`config.mk`:
```
export PLATFORM = sky130hd
export DESIGN_NAME = glitch_pulse_sequencer
export DESIGN_NICKNAME = d
export VERILOG_FILES = /design/src/design/gps_pkg.sv /design/src/design/glitch_pulse_sequencer.sv /design/src/design/gps_front.sv /design/src/design/gps_queue.sv /design/src/design/gps_back.sv
export SDC_FILE = /design/constraint.sdc
export NUM_CORES = 1
export LEC_CHECK = 0
export BUFFER_PORTS_ARGS = -buffer_cell sky130_fd_sc_hd__buf_2
export CAP_MARGIN = 40
export CORE_UTILIZATION = 35
export CTS_BUF_LIST = sky130_fd_sc_hd__clkbuf_8
export DETAILED_ROUTE_END_ITERATION = 16
export GPL_TIMING_DRIVEN = 1
export PLACE_DENSITY_LB_ADDON = 0.1
export REMOVE_ABC_BUFFERS = 1
export SYNTH_ARGS = -nofsm -noshare
export SYNTH_HDL_FRONTEND = slang
export SYNTH_SLANG_ARGS = --single-unit
export TNS_END_PERCENT = 100
```
`constraint.sdc`:
```
create_clock -name clk -period 3.5 [get_ports clk]
set_clock_uncertainty 0.05 [all_clocks]
set_input_delay 0.35 -clock clk [delete_from_list [all_inputs] [get_ports clk]]
set_output_delay 0.35 -clock clk [all_outputs]
set_load 0.05 [all_outputs]
```
`src/design/gps_pkg.sv`:
```
// ----------------------------------------------------------------------------
// gps_pkg
// Shared types and constants for the glitch pulse sequencer: item structs,
// command byte values, command kinds and reset values.
// ----------------------------------------------------------------------------
package gps_pkg;

	// Command bytes
	localparam logic [7:0] CMD_LOAD_DELAY = 8'h44;  // 'D'
	localparam logic [7:0] CMD_LOAD_PULSE = 8'h50;  // 'P'
	localparam logic [7:0] CMD_START      = 8'h47;  // 'G'

	// Reset values
	localparam logic [31:0] COUNT_RESET     = 32'd10000;
	localparam logic [31:0] POWER_OFF_RESET = 32'd6250000;

	// Depth of the queue between front and back
	localparam int QUEUE_DEPTH = 2;

	// Command kind found by the front end
	localparam int KIND_W = 3;
	localparam logic [KIND_W-1:0] KIND_NONE       = 3'd0;
	localparam logic [KIND_W-1:0] KIND_LOAD_DELAY = 3'd1;
	localparam logic [KIND_W-1:0] KIND_LOAD_PULSE = 3'd2;
	localparam logic [KIND_W-1:0] KIND_START      = 3'd3;
	localparam logic [KIND_W-1:0] KIND_OTHER      = 3'd4;

	typedef struct packed {
		logic       byte_present;
		logic [7:0] data_byte;
		logic       trigger_level;
	} in_item_t;

	typedef struct packed {
		logic power_disable;
		logic glitch_out;
		logic byte_taken;
		logic busy_res;
	} out_item_t;

	// Classified item held in the queue
	typedef struct packed {
		logic [KIND_W-1:0] kind;
		logic [7:0]        data_byte;
		logic              trigger_level;
	} q_entry_t;

	typedef struct packed {
		logic full;
		logic empty;
	} q_status_t;

endpackage

```
`src/design/glitch_pulse_sequencer.sv`:
```
// ----------------------------------------------------------------------------
// glitch_pulse_sequencer
// Glitch timing block: command byte parser and power / trigger / delay / pulse
// sequencer, one clock tick of the glitch timer per input item.
// ----------------------------------------------------------------------------
//  channel   handshake              payload
//  in        in_valid / in_ready    in_item   (byte_present, data_byte, trigger_level)
//  out       out_valid / out_ready  out_item  (power_disable, glitch_out, byte_taken,
//                                              busy_res)
//  cfg       cfg_valid / cfg_ready  cfg_data  (power_off_ticks, always ready)
//
//  One item per cycle sustained while the output is not stalled; an accepted
//  item passes through the front register, the queue and the sequencer output
//  register, in that order, before its result is valid.
//  The sequencer updates its parse and sequence state once per popped item.
//  Reset: power off, delay and pulse 10000 ticks, power_off_ticks 6250000.
//  A stalled output fills the queue, then in_ready drops; no item is lost.
// ----------------------------------------------------------------------------
module glitch_pulse_sequencer #(
	parameter int QUEUE_DEPTH = gps_pkg::QUEUE_DEPTH
) (
	input  logic               clk,
	input  logic               arst_n,
	input  logic               in_valid,
	output logic               in_ready,
	input  gps_pkg::in_item_t  in_item,
	output logic               out_valid,
	input  logic               out_ready,
	output gps_pkg::out_item_t out_item,
	input  logic               cfg_valid,
	output logic               cfg_ready,
	input  logic [31:0]        cfg_data
);

	logic               push;
	gps_pkg::q_entry_t  push_entry;
	logic               pop;
	logic               head_valid;
	gps_pkg::q_entry_t  head_entry;
	gps_pkg::q_status_t q_status;

	gps_front u_front (
		.clk        (clk),
		.arst_n     (arst_n),
		.in_valid   (in_valid),
		.in_ready   (in_ready),
		.in_item    (in_item),
		.q_status   (q_status),
		.push       (push),
		.push_entry (push_entry)
	);

	gps_queue #(
		.DEPTH (QUEUE_DEPTH)
	) u_queue (
		.clk        (clk),
		.arst_n     (arst_n),
		.push       (push),
		.push_entry (push_entry),
		.pop        (pop),
		.head_valid (head_valid),
		.head_entry (head_entry),
		.status     (q_status)
	);

	gps_back u_back (
		.clk        (clk),
		.arst_n     (arst_n),
		.cfg_valid  (cfg_valid),
		.cfg_ready  (cfg_ready),
		.cfg_data   (cfg_data),
		.head_valid (head_valid),
		.head_entry (head_entry),
		.pop        (pop),
		.out_valid  (out_valid),
		.out_ready  (out_ready),
		.out_item   (out_item)
	);

	a_pop_needs_entry: assert property (@(posedge clk) disable iff (!arst_n)
		pop |-> head_valid)
		else $error("queue popped while empty");

	a_stall_only_when_full: assert property (@(posedge clk) disable iff (!arst_n)
		!in_ready |-> q_status.full)
		else $error("input stalled while queue has room");

	a_glitch_with_power: assert property (@(posedge clk) disable iff (!arst_n)
		(out_valid && out_item.glitch_out) |-> (!out_item.power_disable && out_item.busy_res))
		else $error("glitch driven outside a powered sequence");

	a_no_push_when_full: assert property (@(posedge clk) disable iff (!arst_n)
		(q_status.full && !pop) |=> !q_status.empty)
		else $error("full queue lost entries without a pop");

endmodule

```
`src/design/gps_front.sv`:
```
// ----------------------------------------------------------------------------
// gps_front
// Input stage: registers each item and tags it with its command kind, then
// pushes it into the queue.
// ----------------------------------------------------------------------------
module gps_front (
	input  logic                clk,
	input  logic                arst_n,
	input  logic                in_valid,
	output logic                in_ready,
	input  gps_pkg::in_item_t   in_item,
	input  gps_pkg::q_status_t  q_status,
	output logic                push,
	output gps_pkg::q_entry_t   push_entry
);

	logic                       valid_s1;
	gps_pkg::q_entry_t          entry_s1;
	logic [gps_pkg::KIND_W-1:0] kind;

	always_comb begin
		priority if (!in_item.byte_present) begin
			kind = gps_pkg::KIND_NONE;
		end else if (in_item.data_byte == gps_pkg::CMD_LOAD_DELAY) begin
			kind = gps_pkg::KIND_LOAD_DELAY;
		end else if (in_item.data_byte == gps_pkg::CMD_LOAD_PULSE) begin
			kind = gps_pkg::KIND_LOAD_PULSE;
		end else if (in_item.data_byte == gps_pkg::CMD_START) begin
			kind = gps_pkg::KIND_START;
		end else begin
			kind = gps_pkg::KIND_OTHER;
		end
	end

	assign push     = valid_s1 && !q_status.full;
	assign in_ready = !valid_s1 || !q_status.full;
	assign push_entry = entry_s1;

	always_ff @(posedge clk or negedge arst_n) begin
		if (!arst_n) begin
			valid_s1 <= 1'b0;
		end else if (in_ready) begin
			valid_s1 <= in_valid;
		end
	end

	always_ff @(posedge clk) begin
		if (in_valid && in_ready) begin
			entry_s1.kind          <= kind;
			entry_s1.data_byte     <= in_item.data_byte;
			entry_s1.trigger_level <= in_item.trigger_level;
		end
	end

endmodule

```
`src/design/gps_queue.sv`:
```
// ----------------------------------------------------------------------------
// gps_queue
// Small FIFO of classified items between the front end and the sequencer.
// ----------------------------------------------------------------------------
module gps_queue #(
	parameter int DEPTH = gps_pkg::QUEUE_DEPTH
) (
	input  logic                clk,
	input  logic                arst_n,
	input  logic                push,
	input  gps_pkg::q_entry_t   push_entry,
	input  logic                pop,
	output logic                head_valid,
	output gps_pkg::q_entry_t   head_entry,
	output gps_pkg::q_status_t  status
);

	localparam int PW = (DEPTH > 1) ? $clog2(DEPTH) : 1;
	localparam int CW = $clog2(DEPTH + 1);
	localparam logic [PW-1:0] LAST = PW'(DEPTH - 1);
	localparam logic [CW-1:0] FULL = CW'(DEPTH);

	gps_pkg::q_entry_t slots_q [DEPTH];
	logic [PW-1:0]     wr_ptr_q;
	logic [PW-1:0]     rd_ptr_q;
	logic [CW-1:0]     count_q;

	assign status.full  = (count_q == FULL);
	assign status.empty = (count_q == '0);
	assign head_valid   = !status.empty;
	assign head_entry   = slots_q[rd_ptr_q];

	always_ff @(posedge clk or negedge arst_n) begin
		if (!arst_n) begin
			wr_ptr_q <= '0;
			rd_ptr_q <= '0;
			count_q  <= '0;
		end else begin
			if (push) begin
				wr_ptr_q <= (wr_ptr_q == LAST) ? '0 : wr_ptr_q + PW'(1);
			end
			if (pop) begin
				rd_ptr_q <= (rd_ptr_q == LAST) ? '0 : rd_ptr_q + PW'(1);
			end
			unique case ({push, pop})
				2'b10:   count_q <= count_q + CW'(1);
				2'b01:   count_q <= count_q - CW'(1);
				default: count_q <= count_q;
			endcase
		end
	end

	always_ff @(posedge clk) begin
		if (push) begin
			slots_q[wr_ptr_q] <= push_entry;
		end
	end

endmodule

```
`src/design/gps_back.sv`:
```
// ----------------------------------------------------------------------------
// gps_back
// Sequencer: parses load commands, runs the power-off / trigger / delay /
// pulse sequence one tick per item and holds each result in an output register.
// ----------------------------------------------------------------------------
module gps_back (
	input  logic               clk,
	input  logic               arst_n,
	input  logic               cfg_valid,
	output logic               cfg_ready,
	input  logic [31:0]        cfg_data,
	input  logic               head_valid,
	input  gps_pkg::q_entry_t  head_entry,
	output logic               pop,
	output logic               out_valid,
	input  logic               out_ready,
	output gps_pkg::out_item_t out_item
);

	localparam logic [1:0] PARSE_IDLE  = 2'd0;
	localparam logic [1:0] PARSE_DELAY = 2'd1;
	localparam logic [1:0] PARSE_PULSE = 2'd2;

	localparam logic [2:0] SEQ_IDLE      = 3'd0;
	localparam logic [2:0] SEQ_POWER_OFF = 3'd1;
	localparam logic [2:0] SEQ_WAIT_TRIG = 3'd2;
	localparam logic [2:0] SEQ_DELAY     = 3'd3;
	localparam logic [2:0] SEQ_PULSE     = 3'd4;

	logic [31:0] off_len_q;
	logic [1:0]  parse_q, parse_d;
	logic [1:0]  cnt_q, cnt_d;
	logic [23:0] word_q, word_d;
	logic [31:0] delay_q, delay_d;
	logic [31:0] pulse_q, pulse_d;
	logic [2:0]  seq_q, seq_d;
	logic [31:0] tick_q, tick_d;
	logic        pwr_off_q, pwr_off_d;
	logic        taken;
	logic [31:0] tick_inc;

	logic               out_valid_q;
	gps_pkg::out_item_t out_item_q;

	assign cfg_ready = 1'b1;
	assign pop       = head_valid && (!out_valid_q || out_ready);
	assign out_valid = out_valid_q;
	assign out_item  = out_item_q;
	assign tick_inc  = tick_q + 32'd1;

	always_comb begin
		parse_d   = parse_q;
		cnt_d     = cnt_q;
		word_d    = word_q;
		delay_d   = delay_q;
		pulse_d   = pulse_q;
		seq_d     = seq_q;
		tick_d    = tick_q;
		pwr_off_d = pwr_off_q;
		taken     = 1'b0;

		if (seq_q != SEQ_IDLE) begin
			// busy: advance the sequence, drop any byte
			unique case (seq_q)
				SEQ_POWER_OFF: begin
					if (tick_inc >= off_len_q) begin
						pwr_off_d = 1'b0;
						seq_d     = SEQ_WAIT_TRIG;
						tick_d    = '0;
					end else begin
						tick_d = tick_inc;
					end
				end
				SEQ_WAIT_TRIG: begin
					if (head_entry.trigger_level) begin
						seq_d  = SEQ_DELAY;
						tick_d = '0;
					end
				end
				SEQ_DELAY: begin
					if (tick_q < delay_q) begin
						tick_d = tick_inc;
					end else if (pulse_q != '0) begin
						// first pulse tick counts in the same step
						seq_d  = SEQ_PULSE;
						tick_d = 32'd1;
					end else begin
						seq_d  = SEQ_IDLE;
						tick_d = '0;
					end
				end
				SEQ_PULSE: begin
					if (tick_q < pulse_q) begin
						tick_d = tick_inc;
					end else begin
						seq_d  = SEQ_IDLE;
						tick_d = '0;
					end
				end
				default: begin
					seq_d = seq_q;
				end
			endcase
		end else if (head_entry.kind != gps_pkg::KIND_NONE) begin
			taken = 1'b1;
			if (parse_q == PARSE_DELAY || parse_q == PARSE_PULSE) begin
				// raw data byte, little-endian
				cnt_d = cnt_q + 2'd1;
				unique case (cnt_q)
					2'd0: word_d[7:0]   = head_entry.data_byte;
					2'd1: word_d[15:8]  = head_entry.data_byte;
					2'd2: word_d[23:16] = head_entry.data_byte;
					default: begin
						if (parse_q == PARSE_DELAY) begin
							delay_d = {head_entry.data_byte, word_q};
						end else begin
							pulse_d = {head_entry.data_byte, word_q};
						end
						word_d  = '0;
						parse_d = PARSE_IDLE;
					end
				endcase
			end else begin
				parse_d = PARSE_IDLE;
				unique case (head_entry.kind)
					gps_pkg::KIND_LOAD_DELAY: begin
						parse_d = PARSE_DELAY;
						cnt_d   = '0;
						word_d  = '0;
					end
					gps_pkg::KIND_LOAD_PULSE: begin
						parse_d = PARSE_PULSE;
						cnt_d   = '0;
						word_d  = '0;
					end
					gps_pkg::KIND_START: begin
						seq_d     = SEQ_POWER_OFF;
						tick_d    = '0;
						pwr_off_d = 1'b1;
					end
					default: begin
						parse_d = PARSE_IDLE;
					end
				endcase
			end
		end
	end

	always_ff @(posedge clk or negedge arst_n) begin
		if (!arst_n) begin
			off_len_q   <= gps_pkg::POWER_OFF_RESET;
			parse_q     <= PARSE_IDLE;
			cnt_q       <= '0;
			word_q      <= '0;
			delay_q     <= gps_pkg::COUNT_RESET;
			pulse_q     <= gps_pkg::COUNT_RESET;
			seq_q       <= SEQ_IDLE;
			tick_q      <= '0;
			pwr_off_q   <= 1'b1;
			out_valid_q <= 1'b0;
		end else begin
			if (cfg_valid) begin
				// zero length acts as one tick
				off_len_q <= (cfg_data == '0) ? 32'd1 : cfg_data;
			end
			if (pop) begin
				parse_q     <= parse_d;
				cnt_q       <= cnt_d;
				word_q      <= word_d;
				delay_q     <= delay_d;
				pulse_q     <= pulse_d;
				seq_q       <= seq_d;
				tick_q      <= tick_d;
				pwr_off_q   <= pwr_off_d;
				out_valid_q <= 1'b1;
			end else if (out_ready) begin
				out_valid_q <= 1'b0;
			end
		end
	end

	always_ff @(posedge clk) begin
		if (pop) begin
			out_item_q.power_disable <= pwr_off_d;
			out_item_q.glitch_out    <= (seq_d == SEQ_PULSE);
			out_item_q.byte_taken    <= taken;
			out_item_q.busy_res      <= (seq_d != SEQ_IDLE);
		end
	end

endmodule

```
== After elaboration in Yosys (flattened, before gate mapping) ==
Memory sizes are Yosys's and may differ from the RTL's.
Index checks and enable logic that the tools add are counted.

* Memory bits (writable): 24
* Bits in registers: 182
* Word-level logic and storage cells: 149
* Output and inout bits: 7
* Memories: 1

{| class="wikitable"
|+ Memories
! name !! depth !! bits a word !! rd ports !! clocked after Yosys merged registers in !! wr ports !! RTL line !! source
|-
| u_queue.slots_q || 2 || 12 || 1 || 0 || 1 || gps_queue.sv:23 || <nowiki>gps_pkg::q_entry_t slots_q [DEPTH];</nowiki>
|}

* Order comparisons: 3
* Add/subtract/negate cells: 6
* Eq/ne operators: 25
* Bitwise operators: 4
* Muxes and demuxes: 48
* Reduce and logical (&&, ||, !) cells: 37

{| class="wikitable"
|+ Operators with widths
! cell !! count
|-
| $mux 32 || 9
|-
| $pmux 32 s4 || 1
|-
| $lt 32x32->1 || 2
|-
| $mux 24 || 2
|-
| $pmux 8 s2 || 3
|-
| $add 32x1->32 const B || 1
|-
| $ge 32x32->1 || 1
|-
| $logic_not 32->1 || 1
|-
| $reduce_bool 32->1 || 1
|-
| $mux 3 || 10
|-
| $eq 8x7->1 const B || 3
|-
| $reduce_and 6->1 || 3
|-
| $mux 1 || 15
|-
| $reduce_and 5->1 || 3
|-
| $eq 3x2->1 const B || 4
|-
| $pmux 3 s4 || 1
|-
| $mux 2 || 5
|-
| $reduce_bool 2->1 || 5
|-
| $reduce_or 2->1 || 5
|-
| $reduce_bool 3->1 || 3
|-
| $eq 2x2->1 const B || 4
|-
| $ne 2x2->1 const B || 4
|-
| $pmux 2 s2 || 2
|-
| $reduce_and 4->1 || 2
|-
| 15 further kinds || 33
|}

== Longest topological paths before layout ==
Gate-level depths: netlist of run 1.
An unclocked memory read counts as a cell.

* Depth after elaboration: 7
* Mapped depth: 18
* Gate-level depth less buffers: 16

== Modules after synthesis ==
Synthesis of run 1 repeated with hierarchy kept, for this count alone.

* Cells, all modules: 1,106
* Area, all modules: 11,252.0 um2

{| class="wikitable"
|+ By module, submodules not included
! module !! instances !! cells an instance !! area an instance (um2) !! seq. area each (um2)
|-
| gps_back || 1 || 1,025 || 9,681.8 || 4,177.8
|-
| gps_queue || 1 || 54 || 1,093.5 || 820.8
|-
| gps_front || 1 || 27 || 476.7 || 385.4
|}

== Worst setup path after synthesis of run 1 ==
OpenSTA, ideal clock, no wires.

* Kind: reg-to-reg
* From: reg u_back.tick_q[8]
* To: reg u_back.tick_q[3]
* Path slack: -0.244 ns
* Library setup time: 0.126 ns
* Stages on the path, launching flop included: 17
* Arrival: 3.568 ns
* Period minus slack after synthesis: 3.744 ns
* Path buffers: 2
* Required time: 3.324 ns
* Path through: dfrtp_1 clkbuf_2 nand4_1 nor3_1 nand4b_1 nor4_2 and3_1 xor2_1 ha_1 and4_1 nand2_1 o21ai_0 a21oi_1 a221oi_4 buf_6 nor2_1 a221o_1

* Cells in the longest elaborated chain, start to end: 5
* Elaborated cells between the ends (all ways): 9
* Those cells by class: add/sub: 1; order compare: 3; mux: 5

{| class="wikitable"
|+ Ends and longest elaborated chain
! what !! RTL line !! source
|-
| from (decl) || gps_back.sv:37 || <nowiki>logic [31:0] tick_q, tick_d;</nowiki>
|-
| from (signal assigned) || gps_back.sv:173 || <nowiki>tick_q <= tick_d;</nowiki>
|-
| $add 32x1->32 || gps_back.sv:49 || <nowiki>assign tick_inc = tick_q + 32'd1;</nowiki>
|-
| $ge 32x32->1 || gps_back.sv:66 || <nowiki>if (tick_inc >= off_len_q) begin</nowiki>
|-
| $mux 32 || gps_back.sv:66 ||
|-
| $pmux 32 s4 * || gps_back.sv:64 || <nowiki>unique case (seq_q)</nowiki>
|-
| $mux 32 * || gps_back.sv:62 || <nowiki>if (seq_q != SEQ_IDLE) begin</nowiki>
|}

Mark *: on every way between the ends. The rest lies on a longest branch, timed or not.
A chain may end at the register's enable or synchronous reset.

== Final worst setup path of run 1 ==
* From: reg u_back.tick_q[0]
* To: reg u_back.tick_q[3]

Same word-level chain as after synthesis.

==> flow_summary_export.csv, run 1 <==
group,metric,value,unit
min_path,hp-class,"in -> reg",
logic_synthesis,synth_area_leader_cell,"dfrtp_1",
worst_setup_path,path_cells,"ha_4 -> nand2_2 -> or3_4 -> nor2_4 -> nand3_2 -> xnor2_2 -> ha_1 -> nand4_1 -> o32ai_2 -> a2111o_1 -> a21oi_2 -> buf_4 -> a221oi_4 -> buf_12 -> nor2_4 -> buf_12 -> a221o_1",
finish,drive_gt1_frac,0.260,
detailed_routing,wl_met1,13400,um
finish,fillers,2997,
worst_setup_path,crit_path_start_kind,"flip-flop",
finish,nNetsFinal,1481,
detailed_routing,postRouteAntennaNets,0,
detailed_routing,dr.pass1.iters,4,
logic_synthesis,synth_seq_cells,206,
global_routing,grt_max_degree,69,
logic_synthesis,synth_area,11200,um2
timing,hold_slack,0.0588,ns
floorplanning,coreArea,31000,um2
detailed_routing,highest-signal-layer,"met4",
power,irDropWorstVdd,0.000420,V
logic_synthesis,synthCells,1129,
global_routing,track_usage,0.173,
logic_synthesis,avgSynthCellArea,9.88,um2
power,power_leakage,6.66,nW
timing,setup_viol,27,
finish,num_antenna_cells,0,
worst_setup_path,path_max_fanout,10,
floorplanning,die_h,181,um
floorplanning,rows,64,
detailed_routing,met3_length,714,um
clock_tree,clk_pin_slew_worst_paths,0.06,ns
timing,hold_viol,0,
logic_synthesis,synth_cell_type_count,64,
timing,finalMaxSlewViolations,0,
worst_setup_path,worst_ep_required_time,3.87,ns
logic_synthesis,synthDominantCellAreaShare,0.321,
detailed_routing,drc,0,
detailed_routing,viasPerCell,4.86,
run_status,status,"finished with violations",
placed_design,hpwl,19900,um
floorplanning,dieWidth,181,um
timing,max_slew_margin,0.460,
worst_setup_path,path_delay_family,"compound AO/OA/AOI/OAI gates",
logic_synthesis,synth_warnings,0,
finish,instances_no_fill,1759,
worst_setup_path,max_stage_delay,0.44,ns
timing,rsz0062_at_grt,"yes",
global_routing,overflow,0,
logic_synthesis,synthArstFlopShare,0.806,
finish,syn2layout_area_growth,27.6,%
finish,final_common_cell,"nand2_1",
clock_tree,cts_buffers,40,
clock_tree,cts_sinks,206,
logic_synthesis,synth.yosys.seq_area_share,0.483,
clock_tree,clockRootBuffer,"clkbuf_8",
job,cap_violations,0,
placed_design,placedCellCount,1619,
floorplanning,ioPinCount,54,
power,power,8.78,mW
worst_setup_path,critPathCaptureType,"flip-flop",
worst_setup_path,path_class,"reg -> reg",
floorplanning,initial_core_util,0.360,
run_status,violations,"negative setup slack",
global_routing,grt_pass1_wl,45100,um
timing,worst_slack,-0.164,ns
detailed_routing,drt-total-wl,27500,um
clock_tree,cts_tree,"done",
worst_setup_path,cp_slowest_cell,"dfrtp_2",
detailed_routing,routedWlPerCell,15.6,um
placed_design,port_buffers,52,
clock_tree,clock_path_buffers,3,
timing,min_period_over_period,1.05,
detailed_routing,vias,8541,
clock_tree,htreeDepth,2,
worst_setup_path,crit_buf_inv,3,
detailed_routing,drtIter0Drc,288,
placed_design,globalplace.congestion,0.800,
logic_synthesis,synth.area.top_cells,"dfrtp_1, ha_1, edfxtp_1",
logic_synthesis,synth-edff-count,40,
logic_synthesis,ys.flop_type,"dfrtp_1",
timing,setup_tns,-1.47,ns
floorplanning,die_area,32600,um2
timing,fmax,273,MHz
global_routing,antenna_found_initial,0,
timing,finalWorstPathRequiredPeriod,3.66,ns
finish,final_cell_mix,"nand2_1, dfrtp_1, inv_1",
clock_tree,clk-insertion-delay-late,0.54,ns
global_routing,grt_pass1_vias,8634,
timing,worst_pin_slew,0.787,ns
detailed_routing,routed-wl-met2,12900,um
worst_setup_path,crit_arrival,4.03,ns
power,power_density,617,nW/um2
worst_setup_path,r2r_slack,-0.16,ns
[what timing repair did]
item,4_1_cts,5_1_grt
hold endpoints to repair,101,0
hold buffers,43,0
pin swaps,48,20
buffers inserted,17,9
gates cloned,0,1
setup endpoints to repair,36,36
gates resized for setup,59,25
[registers in the layout, indices dropped and copies added, names as in the netlist, 3 cells and up]
register	cells
u_back.word_q	24
u_back.seq_q	3
u_back.tick_q	32
u_back.pulse_q	32
u_front.push_entry	12
u_queue.slots_q	24
u_back.out_item	4
u_back.delay_q	32
u_back.off_len_q	32
[final timing paths]
path / from / endpoint / cells after the start
worst min register to register: u_front.push_entry[8]$_DFFE_PP_ / u_queue.slots_q[1][8]$_DFFE_PP_ / 0
worst min-delay path: cfg_data[0] / u_back.off_len_q[0]$_DFFE_PN0P_ / 3
min in group asynchronous: arst_n / u_back.off_len_q[31]$_DFFE_PN0P_ / 2
max in group asynchronous: arst_n / u_back.pwr_off_q$_DFFE_PN1P_ / 3
worst max-delay path: u_back.tick_q[0]$_DFFE_PN0P_ / u_back.tick_q[3]$_DFFE_PN0P_ / 17
worst max register to register: u_back.tick_q[0]$_DFFE_PN0P_ / u_back.tick_q[3]$_DFFE_PN0P_ / 17
[power by group]
part | total [mW] | leakage [nW] | internal, mW | switching [mW]
sequential | 3.40 | 2.45 | 3.05 | 0.349
clock | 2.33 | 0.468 | 1.29 | 1.03
combinational | 3.06 | 3.75 | 1.26 | 1.80
total | 8.78 | 6.66 | 5.60 | 3.18
[cells in the mapped netlist, types with 6 or more instances]
| cell | count |
|---|---|
| a21o_1 | 9 |
| a21oi_1 | 55 |
| a22o_1 | 9 |
| and3_1 | 11 |
| buf_2 | 6 |
| clkbuf_1 | 29 |
| dfrtp_1 | 143 |
| dfstp_2 | 23 |
| edfxtp_1 | 40 |
| ha_1 | 102 |
| inv_1 | 109 |
| mux2_2 | 27 |
| mux2i_1 | 11 |
| nand2_1 | 179 |
| nand2b_1 | 10 |
| nand3_1 | 17 |
| nand4_1 | 17 |
| nor2_1 | 48 |
| nor2b_1 | 7 |
| nor3_1 | 10 |
| nor4_1 | 18 |
| o21ai_0 | 89 |
| o21ai_1 | 19 |
| o21ai_2 | 9 |
| o31ai_1 | 25 |
| xnor2_1 | 18 |
| xor2_1 | 19 |
[cell families after synthesis]
family | after synthesis | share of synthesized area
AO/OA/AOI/OAI | 252 | 0.141
XOR/XNOR | 37 | 0.0291
adder cells (fa/ha/maj) | 102 | 0.114
buffers and inverters | 152 | 0.0536
flip-flops | 206 | 0.483
multiplexers | 38 | 0.0371
other | 1 | 0.000336
AND/OR/NAND/NOR | 341 | 0.141
[final cells by class]
type / instances / area [um2] / area share
clock buffers: 50 / 688 / 0.0484
clock inverters: 23 / 110 / 0.00774
inverters: 109 / 409 / 0.0287
multi-input cells: 771 / 5500 / 0.386
flip-flops and latches: 206 / 5390 / 0.378
well taps: 396 / 495 / 0.0348
repair buffers: 204 / 1650 / 0.116
[through the flow]
stage | utilization | worst slack, ns | cell area, um2
2_1_floorplan | - | -0.775 | 11000
3_3_place_gp | 0.399 | -0.606 | 12400
4_1_cts | 0.453 | -0.208 | 14000
3_5_place_dp | 0.401 | -0.642 | 12400
5_1_grt | 0.459 | -0.334 | 14200
6_report | 0.459 | -0.164 | 14200
[metal layers]
layer	vias up	GRT usage
li1	4354	-
met1	4036	0.233
met2	114	0.290
met3	37	0.0245
met4	0	0.0455
met5	-	0
[tightest hold or removal path, cell delays in order]
cell     delay [ns]
buf_2          0.09
nor2_1         0.04
a21oi_1        0.12
Power figures use the tool's default switching activity.
==> run 2: changes to the inputs <==
--- a/config.mk
+++ b/config.mk
@@ -5,6 +5,7 @@
 export SDC_FILE = /design/constraint.sdc
 export NUM_CORES = 1
 export LEC_CHECK = 0
+export ABC_AREA = 1
 export BUFFER_PORTS_ARGS = -buffer_cell sky130_fd_sc_hd__buf_2
 export CAP_MARGIN = 40
 export CORE_UTILIZATION = 35
==> flow_summary_export.csv, run 2 <==
group,metric,value,unit
floorplanning,die_area,33300,um2
power,irDropWorstVdd,0.000433,V
worst_setup_path,startpoint,"u_back.tick_q[1]$_DFFE_PN0P_",
detailed_routing,postRouteAntennaNets,0,
logic_synthesis,synth_cell_type_count,44,
detailed_routing,viasPerCell,4.56,
clock_tree,cts_buffers,39,
logic_synthesis,synthArstFlopShare,0.806,
logic_synthesis,synth-edff-count,40,
detailed_routing,vias,8913,
floorplanning,initial_core_util,0.359,
timing,setup_viol,0,
placed_design,dp_slack,0.0285,ns
floorplanning,rows,65,
clock_tree,htreeDepth,2,
clock_tree,clk-insertion-delay-late,0.55,ns
timing,finalMaxSlewViolations,0,
detailed_routing,routedWlPerCell,13.9,um
global_routing,track_usage,0.172,
min_path,hold_depth,2,
detailed_routing,drc,0,
logic_synthesis,synthDominantCellAreaShare,0.314,
worst_setup_path,r2r_cells,22,
floorplanning,ioPinCount,54,
logic_synthesis,synth_warnings,0,
placed_design,hpwl,20000,um
finish,num_antenna_cells,0,
timing,finalWorstPathRequiredPeriod,3.22,ns
worst_setup_path,crit_path_end,"u_back.tick_q[26]$_DFFE_PN0P_",
global_routing,grt_max_degree,77,
global_routing,grt_pass1_vias,9028,
logic_synthesis,synth_area,11400,um2
clock_tree,cts_sinks,206,
min_path,hp-class,"in -> reg",
finish,nNetsFinal,1639,
timing,worst_slack,0.276,ns
detailed_routing,dr.pass1.iters,5,
worst_setup_path,r2r_slack,0.28,ns
logic_synthesis,synth_seq_cells,206,
power,power_leakage,6.76,nW
floorplanning,coreArea,31800,um2
timing,fmax,310,MHz
timing,max_slew_margin,0.491,
clock_tree,cts_tree,"done",
clock_tree,clk_pin_slew_worst_paths,0.05,ns
logic_synthesis,ys.flop_type,"dfrtp_1",
timing,hold_viol,0,
floorplanning,dieWidth,183,um
worst_setup_path,crit_arrival,3.57,ns
worst_setup_path,path_max_fanout,4,
timing,min_period_over_period,0.921,
finish,final_common_cell,"nand2_1",
worst_setup_path,crit_path_start_kind,"flip-flop",
power,power_density,664,nW/um2
min_path,min_from,"cfg_valid",
logic_synthesis,synth_area_leader_cell,"dfrtp_1",
logic_synthesis,synthTopCellsByCount,"nand2_1, inv_1, o21ai_0, dfrtp_1, ha_1",
worst_setup_path,r2r-end,"u_back.tick_q[26]$_DFFE_PN0P_",
run_status,status,"completed",
logic_synthesis,synth.yosys.seq_area_share,0.472,
worst_setup_path,critPathCaptureType,"flip-flop",
clock_tree,clock_path_buffers,3,
logic_synthesis,avgSynthCellArea,8.55,um2
global_routing,antenna_found_initial,0,
finish,syn2layout_area_growth,20.9,%
detailed_routing,drt-total-wl,27300,um
logic_synthesis,synthCells,1333,
worst_setup_path,worst_ep_required_time,3.85,ns
finish,final_cell_mix,"nand2_1, inv_1, o21ai_0",
detailed_routing,drtIter0Drc,408,
logic_synthesis,synth.area.top_cells,"dfrtp_1, ha_1, edfxtp_1",
logic_synthesis,yosysMostFrequentCell,"nand2_1",
global_routing,grt_pass1_wl,45600,um
worst_setup_path,path_class,"reg -> reg",
placed_design,globalplace.congestion,0.816,
finish,drive_gt1_frac,0.153,
job,cap_violations,0,
clock_tree,clockRootBuffer,"clkbuf_8",
global_routing,overflow,0,
floorplanning,die_h,183,um
finish,fin_util,0.434,
worst_setup_path,timing.rr.start,"u_back.tick_q[1]$_DFFE_PN0P_",
placed_design,port_buffers,52,
timing,worst_pin_slew,0.764,ns
[run 2: cell count changes after synthesis, sizes merged, moves of 8 or more]
cell	delta
a22o	-9
and3	-8
clkbuf	-12
inv	+103
mux2	-26
mux2i	-11
nand2	+130
nand2b	-10
nand3	+60
nor2	+28
nor3	+8
o21ai	+37
o31ai	-25
xnor2	-11
[run 2: repair_timing]
action | CTS | global route
hold buffers | 44 | 0
setup buffers | 0 | 15
pin swaps | 0 | 8
endpoints found under the hold margin | 107 | 0
endpoints found under the setup margin | 2 | 37
gates resized for setup | 1 | 26
[run 2: cells by family (layout without fill, tap and decap cells)]
group	after synthesis	after routing	synth area share
and+or+nand+nor	527	527	0.206
buffers and inverters	248	435	0.0864
AOI/OAI and AO/OA	219	219	0.0998
DFF	206	206	0.472
adders and majority gates	102	102	0.112
xor gates and xnor gates	29	29	0.0229
other	1	1	0.000329
muxes	1	1	0.000987
[run 2: layer usage]
metal | global-route usage | part of all wire
met1 | 0.236 | 0.51
met2 | 0.277 | 0.44
met3 | 0.0273 | 0.028
met4 | 0.0521 | 0.023
met5 | 0 | 0
[run 2: worst max-delay path: stages (launching register included)]
cell,delay [ns]
dfrtp_1,0.40
nand2_1,0.13
nor2_4,0.13
nand2_2,0.09
nor2_4,0.15
nand3b_4,0.11
nor2_4,0.11
buf_4,0.12
nand3_1,0.07
xor2_1,0.13
inv_1,0.07
ha_1,0.30
nand4_1,0.14
nor3_4,0.23
and3_1,0.17
nand2_1,0.10
nand2_2,0.09
nand2_1,0.06
nand2_2,0.13
buf_6,0.13
nor2_1,0.04
nand2_1,0.06
o21ai_0,0.08
[run 2: how the worst min path moves through the flow]
stage | to | slack (ns)
floorplan | u_back.cnt_q[0]$_DFFE_PN0P_ | 0.004
global placement | u_queue.slots_q[0][11]$_DFFE_PP_ | 0.38
detailed placement | u_back.off_len_q[5]$_DFFE_PN0P_ | 0.39
CTS | u_back.off_len_q[30]$_DFFE_PN0P_ | 0.03
global route | u_back.off_len_q[31]$_DFFE_PN0P_ | 0.07
finish | u_back.off_len_q[30]$_DFFE_PN0P_ | 0.06
[run 2: cell type report]
class                   instances  area, um2
inverters                     212        803
flip-flops and latches        206       5400
well taps                     435        544
multi-input cells             879       5090
clock inverters                26        180
repair buffers                152       1160
clock buffers                  45        619
fillers                      3168      18000
[run 2: power breakdown]
group	internal, mW	total (mW)	switching [mW]	leakage [nW]
clock network	1.34	2.41	1.07	0.454
logic	1.01	3.21	2.20	3.81
registers	3.16	3.54	0.381	2.50
total	5.51	9.16	3.66	6.76
[run 2: through the flow]
stage	hold slack (ns)	power, mW	setup TNS (ns)	cell area [um2]	cells
after CTS	0.0315	9.29	0	13600	1940
after detailed placement	0.385	6.76	0	12400	1825
final	0.0622	9.16	0	13800	1955
after global placement	0.377	6.70	0	12300	1823
after global routing	0.0651	9.95	-0.208	13800	1955
after floorplan	0.00441	5.61	0	11200	1297
